[src/hdl/mtf_pkg.sv]
`timescale 1ns / 1ps
// ----------------------------------------------------------------------------
// mtf_pkg
// Shared types and constants of the move-to-front key list.
// ----------------------------------------------------------------------------
package mtf_pkg;

  localparam int KEY_W = 64;
  localparam int POS_W = 4;
  localparam logic [POS_W-1:0] POS_MAX = 4'd15;

  localparam logic ACT_RECORD = 1'b0;
  localparam logic ACT_QUERY  = 1'b1;

  typedef logic [KEY_W-1:0] key_t;

  typedef struct packed {
    logic             found;
    logic [POS_W-1:0] position;
    logic             ignored;
  } result_t;

endpackage

[src/hdl/mtf_match.sv]
`timescale 1ns / 1ps
// ----------------------------------------------------------------------------
// mtf_match
// Parallel key compare with a lowest-index priority pick and result coding.
// ----------------------------------------------------------------------------
module mtf_match #(
  parameter int DEPTH = 8,
  parameter int HIT_W = $clog2(DEPTH + 1)
) (
  input  mtf_pkg::key_t   keys [DEPTH],
  input  logic            action,
  input  mtf_pkg::key_t   key,
  output logic [HIT_W-1:0] hit,
  output logic            record,
  output mtf_pkg::result_t res
);

  logic [DEPTH-1:0]   match;
  logic               skip;
  logic [HIT_W+3:0]   hit_ext;
  logic [HIT_W+3:0]   pos_src;

  always_comb begin
    for (int i = 0; i < DEPTH; i++) begin
      match[i] = (keys[i] == key);
    end
  end

  always_comb begin
    hit = HIT_W'(DEPTH);
    for (int i = DEPTH - 1; i >= 0; i--) begin
      if (match[i]) begin
        hit = HIT_W'(i);
      end
    end
  end

  assign skip    = (action == mtf_pkg::ACT_RECORD) && (key == '0);
  assign record  = (action == mtf_pkg::ACT_RECORD) && !skip;
  assign hit_ext = {4'b0000, hit};
  assign pos_src = skip ? (HIT_W + 4)'(DEPTH) : hit_ext;

  always_comb begin
    res.found   = !skip && (match != '0);
    res.ignored = skip;
    if (pos_src > (HIT_W + 4)'(mtf_pkg::POS_MAX)) begin
      res.position = mtf_pkg::POS_MAX;
    end else begin
      res.position = pos_src[mtf_pkg::POS_W-1:0];
    end
  end

endmodule

[src/hdl/mtf_list.sv]
`timescale 1ns / 1ps
// ----------------------------------------------------------------------------
// mtf_list
// Key storage row; on an update the entries up to the hit index shift down
// one place and the new key enters at the front.
// ----------------------------------------------------------------------------
module mtf_list #(
  parameter int DEPTH = 8,
  parameter int HIT_W = $clog2(DEPTH + 1)
) (
  input  logic             clk,
  input  logic             rst,
  input  logic             update,
  input  logic [HIT_W-1:0] hit,
  input  mtf_pkg::key_t    key,
  output mtf_pkg::key_t    keys [DEPTH]
);

  mtf_pkg::key_t entries [DEPTH];

  always_ff @(posedge clk) begin
    if (rst) begin
      for (int i = 0; i < DEPTH; i++) begin
        entries[i] <= '0;
      end
    end else if (update) begin
      entries[0] <= key;
      for (int i = 1; i < DEPTH; i++) begin
        if (HIT_W'(i) <= hit) begin
          entries[i] <= entries[i-1];
        end
      end
    end
  end

  assign keys = entries;

endmodule

[src/hdl/move_to_front_key_list.sv]
`timescale 1ns / 1ps
// ----------------------------------------------------------------------------
// move_to_front_key_list
// Most-recent-first list of 64-bit keys with record and query beats.
// ----------------------------------------------------------------------------
// Flow: a beat accepted into the input register moves on to the result
// register when the result register is free or not stalled.
// Throughput: one beat per cycle unless rsp_stall holds the result; the
// compare and list shift both lie between the input and result registers.
// Reset empties both registers and clears every list entry to zero.
// ----------------------------------------------------------------------------
module move_to_front_key_list #(
  parameter int LIST_DEPTH = 8
) (
  input  logic                         clk,
  input  logic                         rst,
  input  logic                         req_valid,
  output logic                         req_stall,
  input  logic                         action,
  input  logic [mtf_pkg::KEY_W-1:0]    key,
  output logic                         rsp_valid,
  input  logic                         rsp_stall,
  output logic                         found,
  output logic [mtf_pkg::POS_W-1:0]    position,
  output logic                         ignored
);

  localparam int HIT_W = $clog2(LIST_DEPTH + 1);

  logic             in_valid;
  logic             in_action;
  mtf_pkg::key_t    in_key;
  logic             advance;
  logic             fire;
  logic [HIT_W-1:0] hit;
  logic             record;
  mtf_pkg::result_t res;
  mtf_pkg::key_t    keys [LIST_DEPTH];

  assign advance   = !rsp_valid || !rsp_stall;
  assign fire      = in_valid && advance;
  assign req_stall = in_valid && !advance;

  always_ff @(posedge clk) begin
    if (rst) begin
      in_valid <= 1'b0;
    end else if (!req_stall) begin
      in_valid <= req_valid;
    end
  end

  always_ff @(posedge clk) begin
    if (!req_stall) begin
      in_action <= action;
      in_key    <= key;
    end
  end

  mtf_match #(
    .DEPTH (LIST_DEPTH),
    .HIT_W (HIT_W)
  ) u_match (
    .keys   (keys),
    .action (in_action),
    .key    (in_key),
    .hit    (hit),
    .record (record),
    .res    (res)
  );

  mtf_list #(
    .DEPTH (LIST_DEPTH),
    .HIT_W (HIT_W)
  ) u_list (
    .clk    (clk),
    .rst    (rst),
    .update (fire && record),
    .hit    (hit),
    .key    (in_key),
    .keys   (keys)
  );

  always_ff @(posedge clk) begin
    if (rst) begin
      rsp_valid <= 1'b0;
    end else if (advance) begin
      rsp_valid <= in_valid;
    end
  end

  always_ff @(posedge clk) begin
    if (fire) begin
      found    <= res.found;
      position <= res.position;
      ignored  <= res.ignored;
    end
  end

  a_front_written : assert property (@(posedge clk) disable iff (rst)
    (fire && record) |=> (keys[0] == $past(in_key)))
    else $error("recorded key did not reach the front of the list");

  a_ignored_clean : assert property (@(posedge clk) disable iff (rst)
    (rsp_valid && ignored) |-> !found)
    else $error("skipped record reported a hit");

  a_miss_code : assert property (@(posedge clk) disable iff (rst)
    (fire && !res.found && !res.ignored) |=> (rsp_valid && !found))
    else $error("miss not carried to the result register");

  a_skip_keeps_list : assert property (@(posedge clk) disable iff (rst)
    (fire && res.ignored) |=> (keys[0] == $past(keys[0])))
    else $error("skipped record changed the list");

endmodule
[config.mk]
export PLATFORM = sky130hd
export DESIGN_NAME = move_to_front_key_list
export DESIGN_NICKNAME = d
export VERILOG_FILES = /design/src/hdl/mtf_pkg.sv /design/src/hdl/mtf_match.sv /design/src/hdl/mtf_list.sv /design/src/hdl/move_to_front_key_list.sv
export SDC_FILE = /design/constraint.sdc
export NUM_CORES = 1
export LEC_CHECK = 0
export BUFFER_PORTS_ARGS = -buffer_cell sky130_fd_sc_hd__clkbuf_2
export CORE_MARGIN = 4
export CORE_UTILIZATION = 35
export DETAILED_ROUTE_END_ITERATION = 16
export MAX_ROUTING_LAYER = met4
export PLACE_DENSITY = 0.48
export SLEW_MARGIN = 10
export SYNTH_ARGS = -nofsm -noshare
export SYNTH_HDL_FRONTEND = slang
export SYNTH_HIERARCHICAL = 1
export SYNTH_SLANG_ARGS = --single-unit
[constraint.sdc]
create_clock -name clk -period 4.3 [get_ports clk]
set_input_delay 0.645 -clock clk [delete_from_list [all_inputs] [get_ports clk]]
set_output_delay 0.645 -clock clk [all_outputs]
set_load 0.02 [all_outputs]
Word-level counts from Yosys, hierarchy flattened

Cells that the tools add are included.

Register bits after elaboration: 585
Bits in latches: 0
RAM bits: 0
Bits in read-only memories: 0
Memories: 0

Add/sub/neg operators: 0
Multiply operators: 0
Divide/modulo/power cells: 0
$lt $le $gt $ge: 8
Equal/unequal tests: 8
Shift-type cells: 0
Mux-type cells: 9
Bitwise operators: 1
Reduce and logical (&&, ||, !) cells: 20

Operators by type and width:

| kind                                                           | count |
|---|---|
| == test 64 bit                                                 | 8 |
| logical NOT 64 bit                                             | 1 |
| two-way mux 4 bit                                              | 9 |
| less-or-equal comparator 3 x 4 -> 1 bit (first input constant) | 4 |
| AND reduction 2 bit                                            | 7 |
| greater-than comparator 8 x 4 -> 1 bit (second input constant) | 1 |
| less-or-equal comparator 2 x 4 -> 1 bit (first input constant) | 2 |
| nonzero test 8 bit                                             | 1 |
| logical AND 1 bit                                              | 6 |
| less-or-equal comparator 1 x 4 -> 1 bit (first input constant) | 1 |
| logical NOT 1 bit                                              | 4 |
| logical OR 1 bit                                               | 1 |
| inverter 1 bit                                                 | 1 |

Depth between registers and ports, before layout

Depth after elaboration: 11
Gate-level depth with buffers: 14
Mapped depth without buffers: 10

Hierarchy

Netlist, hierarchy kept.

By module, submodules not included:

| module                 | times used | cells each | area an instance (µm²) | seq. area each (µm²) |
|---|---|---|---|---|
| mtf_list               | 1          | 2,017      | 19,382.3               | 10,249.8 |
| mtf_match              | 1          | 788        | 6,371.1                | 0.0 |
| move_to_front_key_list | 1          | 81         | 2,220.9                | 2,172.1 |

Least setup slack after synthesis

OpenSTA, ideal clock, no wires.

Kind: register to register
Start: register in_key[20]
End: register u_list.entries (netlist bit u_list/keys[131])
Arrival time: 2,794 ps
Setup slack: 1,435 ps
Stages on the path, launching flop included: 13
Period minus slack after synthesis: 2,865 ps
Cell sequence: edfxtp_1 -> buf_6 -> xor2_1 -> nor4_1 -> nand4_1 -> nor4_2 -> or4bb_1 -> and2b_1 -> buf_2 -> o21ai_0 -> nor2_2 -> buf_4 -> mux2i_1

Cells in the longest elaborated chain, start to end: 11
Elaborated cells between the ends (all ways): 23

RTL lines:

| element                                   | RTL line                     | RTL |
|---|---|---|
| start, declared                           | move_to_front_key_list.sv:32 | `mtf_pkg::key_t in_key;` |
| start signal, assigned                    | move_to_front_key_list.sv:55 | `in_key <= key;` |
| == test 64 bit                            | mtf_match.sv:25              | `match[i] = (keys[i] == key);` |
| two-way mux 4 bit (7 in a row)            | mtf_match.sv:32              | `if (match[i]) begin` |
| two-way mux 4 bit *                       | mtf_match.sv:32              |  |
| via hit[2]                                | move_to_front_key_list.sv:35 | `logic [HIT_W-1:0] hit;` |
| less-or-equal comparator 3 x 4 -> 1 bit * | mtf_list.sv:29               | `if (HIT_W'(i) <= hit) begin` |
| AND reduction 2 bit (no source line) *    | --                           |  |
| end signal, assigned by index             | mtf_list.sv:30               | `entries[i] <= entries[i-1];` |
| end, declared                             | mtf_list.sv:19               | `mtf_pkg::key_t entries [DEPTH];` |

The timed path passes the listed nets; every way through them passes the cells marked *.
A chain may end at the register's enable or synchronous reset.

Final worst setup path

Start: register in_key[53]
End: register u_list.entries (netlist bit u_list/keys[420])

Cells in the longest elaborated chain, start to end: 11
Elaborated cells between the ends (all ways): 23

RTL lines:

| element                                   | RTL line |
|---|---|
| == test 64 bit                            | mtf_match.sv:25 |
| two-way mux 4 bit (7 in a row)            | mtf_match.sv:32 |
| two-way mux 4 bit *                       | mtf_match.sv:32 |
| via hit[2]                                | move_to_front_key_list.sv:35 |
| less-or-equal comparator 1 x 4 -> 1 bit * | mtf_list.sv:29 |
| AND reduction 2 bit (no source line) *    | -- |

Marked as above.

==> metrics.yaml <==
status:
  status: "finished clean"
sta:
  setup_viol: 0
  clock_skew_ns: 0.0375
  hold_ws_ns: 0.209
  timing.fmax_ghz: 0.236
  rsz0062_at_grt: "false"
  setup_tns_ns: 0
  min_period_ns: 4.24
  post-route-worst-setup-slack_ns: 0.0558
  hold_viol: 0
  min_period_over_period_pct: 98.7
  drv_slew: 0
  worstMarginPinSlew_ns: 0.911
  max-slew-margin-rel_pct: 39.2
global_routing:
  antenna_found_initial: 1
  grt_pass1_vias: 21100
  track_usage_pct: 23.4
  grt-ovfl-total: 0
  grt_first_pass_wirelength_um: 143000
  grt_max_degree: 126
detailed_routing:
  drcViolationCount: 0
  drt_iter0_drc: 1586
  vias_per_cell: 5.02
  final_antenna_net_count: 0
  dr.pass1.iters: 5
  wl_per_cell_um: 23.7
  wirelength_um: 99000
  num_vias: 20900
setup_path:
  startpoint_type: "flip-flop"
  arrival_ns: 4.71
  cp_max_fo: 64
  reg2reg_slack_ns: 0.06
  critical_path_class: "flip-flop to flip-flop"
  worstPathRequired_ns: 4.76
  worst-r2r-cell-count: 12
  r2r-end: "u_list/keys[420]$_SDFFE_PP0P_"
  crit_path_end_kind: "flip-flop"
  reg2reg_from: "in_key[53]$_DFFE_PN_"
finish:
  diodes: 0
  syn2layout_area_growth_pct: 18.1
  nets: 3137
  final_cell_mix: "dfxtp_1, nand2_1, nand2b_1, xnor2_1, mux2i_1"
  regArea_sq_um: 12400
  multiInputGateArea_sq_um: 14400
  drive_gt1_share_pct: 14.6
  fillers: 7891
  layout_commonest_cell: "dfxtp_1"
hold_path:
  min_from: "key[50]"
  holdPathEnd: "in_key[50]$_DFFE_PN_"
  hold_class: "primary input to flip-flop"
  whs_path_depth: 1
clock_network:
  cts_tree: "done"
  cts_made_buffers: 67
  clockBufferDepth: 3
  clk_pin_slew_ns: 0.06
  clock_latency_ns: 0.61
  cts_num_sinks: 585
  cts_root_buf: "clkbuf_16"
  h-tree-depth: 3
floorplan:
  dieArea_sq_um: 84500
  fp.dieW_um: 291
  ios: 77
  start_util_pct: 35.4
  die_h_um: 291
  row_count: 103
  design.core.area_sq_um: 79100
yosys:
  yosysSeqAreaShare_pct: 44.4
  synth.distinct_cells: 40
  netlist_area_sq_um: 28000
  synth_edf_count: 71
  syn_inst: 2886
  ys_seq_elements: 585
  avgSynthCellArea_sq_um: 9.69
  synth.net_count: 2955
  synthArstFlopShare_pct: 0
  synth-main-ff-cell: "dfxtp_1"
  synth_warnings: 6
place:
  place_ws_ns: 0.0408
  gp_congestion: 0.964
  hpwl_um: 75700
  portBuffers: 76
power_and_ir_drop:
  ir_drop_mv: 0.304
  power_density_nw_per_um2: 379
  leakagePower_nw: 12.1
run:
  cap_viol_max_count: 0
-- worst max-delay path by stage --
stage                               from                             to  cells after the start
floorplan           in_key[20]$_DFFE_PN_  u_list/keys[131]$_SDFFE_PP0P_                     12
global placement     in_key[4]$_DFFE_PN_  u_list/keys[327]$_SDFFE_PP0P_                     17
detailed placement   in_key[4]$_DFFE_PN_  u_list/keys[328]$_SDFFE_PP0P_                     17
CTS                  in_key[4]$_DFFE_PN_  u_list/keys[328]$_SDFFE_PP0P_                     17
global route        in_key[56]$_DFFE_PN_  u_list/keys[387]$_SDFFE_PP0P_                     12
finish              in_key[53]$_DFFE_PN_  u_list/keys[420]$_SDFFE_PP0P_                     12
-- cell type report --
| type | instances | area share [%] |
|---|---|---|
| repair buffers | 325 | 8.47 |
| multi-input cells | 2087 | 43.5 |
| inverters | 2 | 0.0227 |
| clock inverters | 28 | 0.640 |
| well taps | 1050 | 3.98 |
| clock buffers | 93 | 5.81 |
| flip-flops and latches | 585 | 37.6 |
-- kinds of logic (layout without fill, tap and decap cells) --
family	Yosys count	count (layout)	synth area share (%)
xor gates and xnor gates	512	512	16.0
AOI/OAI and AO/OA	207	207	4.17
and+or+nand+nor	1048	1048	19.4
muxes	320	320	11.5
buffers and inverters	214	448	4.53
DFF	585	585	44.4
-- worst max-delay path, cell delays in order, from the launching register on --
cell,delay (ns)
edfxtp_1,0.67
xnor2_1,0.67
nand4_1,0.35
nor4_1,0.41
nand4_1,0.20
buf_4,0.20
nand4_1,0.19
and2b_1,0.27
buf_12,0.15
o41a_2,0.49
buf_12,0.21
nand2_1,0.14
a21oi_1,0.06
-- timing repair --
item	in CTS	in global routing
setup buffers	0	20
hold buffers	0	0
resized for setup	0	3
hold endpoints to repair	0	0
setup endpoints to repair	0	151
-- state kept, by name, summed over array words and instances (netlist names) --
register and count:
found 1, ignored 1, in_action 1, in_key 64, in_valid 1, position 4
rsp_valid 1, u_list/keys 512
-- synth_stat cells (70+ instances only) --
| library cell | count | share of area, % |
|---|---|---|
| mux2i_1 | 320 | 11 |
| dfxtp_1 | 514 | 37 |
| nand2_1 | 389 | 5.2 |
| a21oi_1 | 179 | 3.2 |
| xor2_1 | 128 | 4.0 |
| edfxtp_1 | 71 | 7.6 |
| nor4_1 | 73 | 1.6 |
| nand2b_1 | 386 | 8.6 |
| xnor2_1 | 384 | 12 |
| nand4_1 | 115 | 2.6 |
| nor2_1 | 70 | 0.94 |
| clkbuf_1 | 85 | 1.1 |
-- stage by stage --
stage | instances | power [W] | instance area [sq um] | util [%]
3_5_place_dp | 4029 | 0.00697 | 30700 | 38.8
4_1_cts | 4150 | 0.0126 | 32800 | 41.5
2_1_floorplan | 2886 | 0.00646 | 28000 | -
3_3_place_gp | 4029 | 0.00696 | 30700 | 38.8
6_report | 4170 | 0.0125 | 33000 | 41.7
5_1_grt | 4170 | 0.0129 | 33000 | 41.7
-- power by group --
part	switching, W	total [W]	internal (W)
Sequential	0.000153	0.00575	0.00559
Combinational	0.000631	0.00113	0.000501
Clock	0.00233	0.00563	0.00330
-- per-layer routing --
layer / vias to the layer above / share of wire [%] / GRT usage, %
met5: - / 0 / -
met4: 0 / 4.8 / 9.87
met3: 174 / 4.1 / 2.54
met2: 529 / 47 / 38.0
met1: 10200 / 44 / 29.8
li1: 9982 / - / -
No activity file was read; power rests on OpenSTA's default activity.
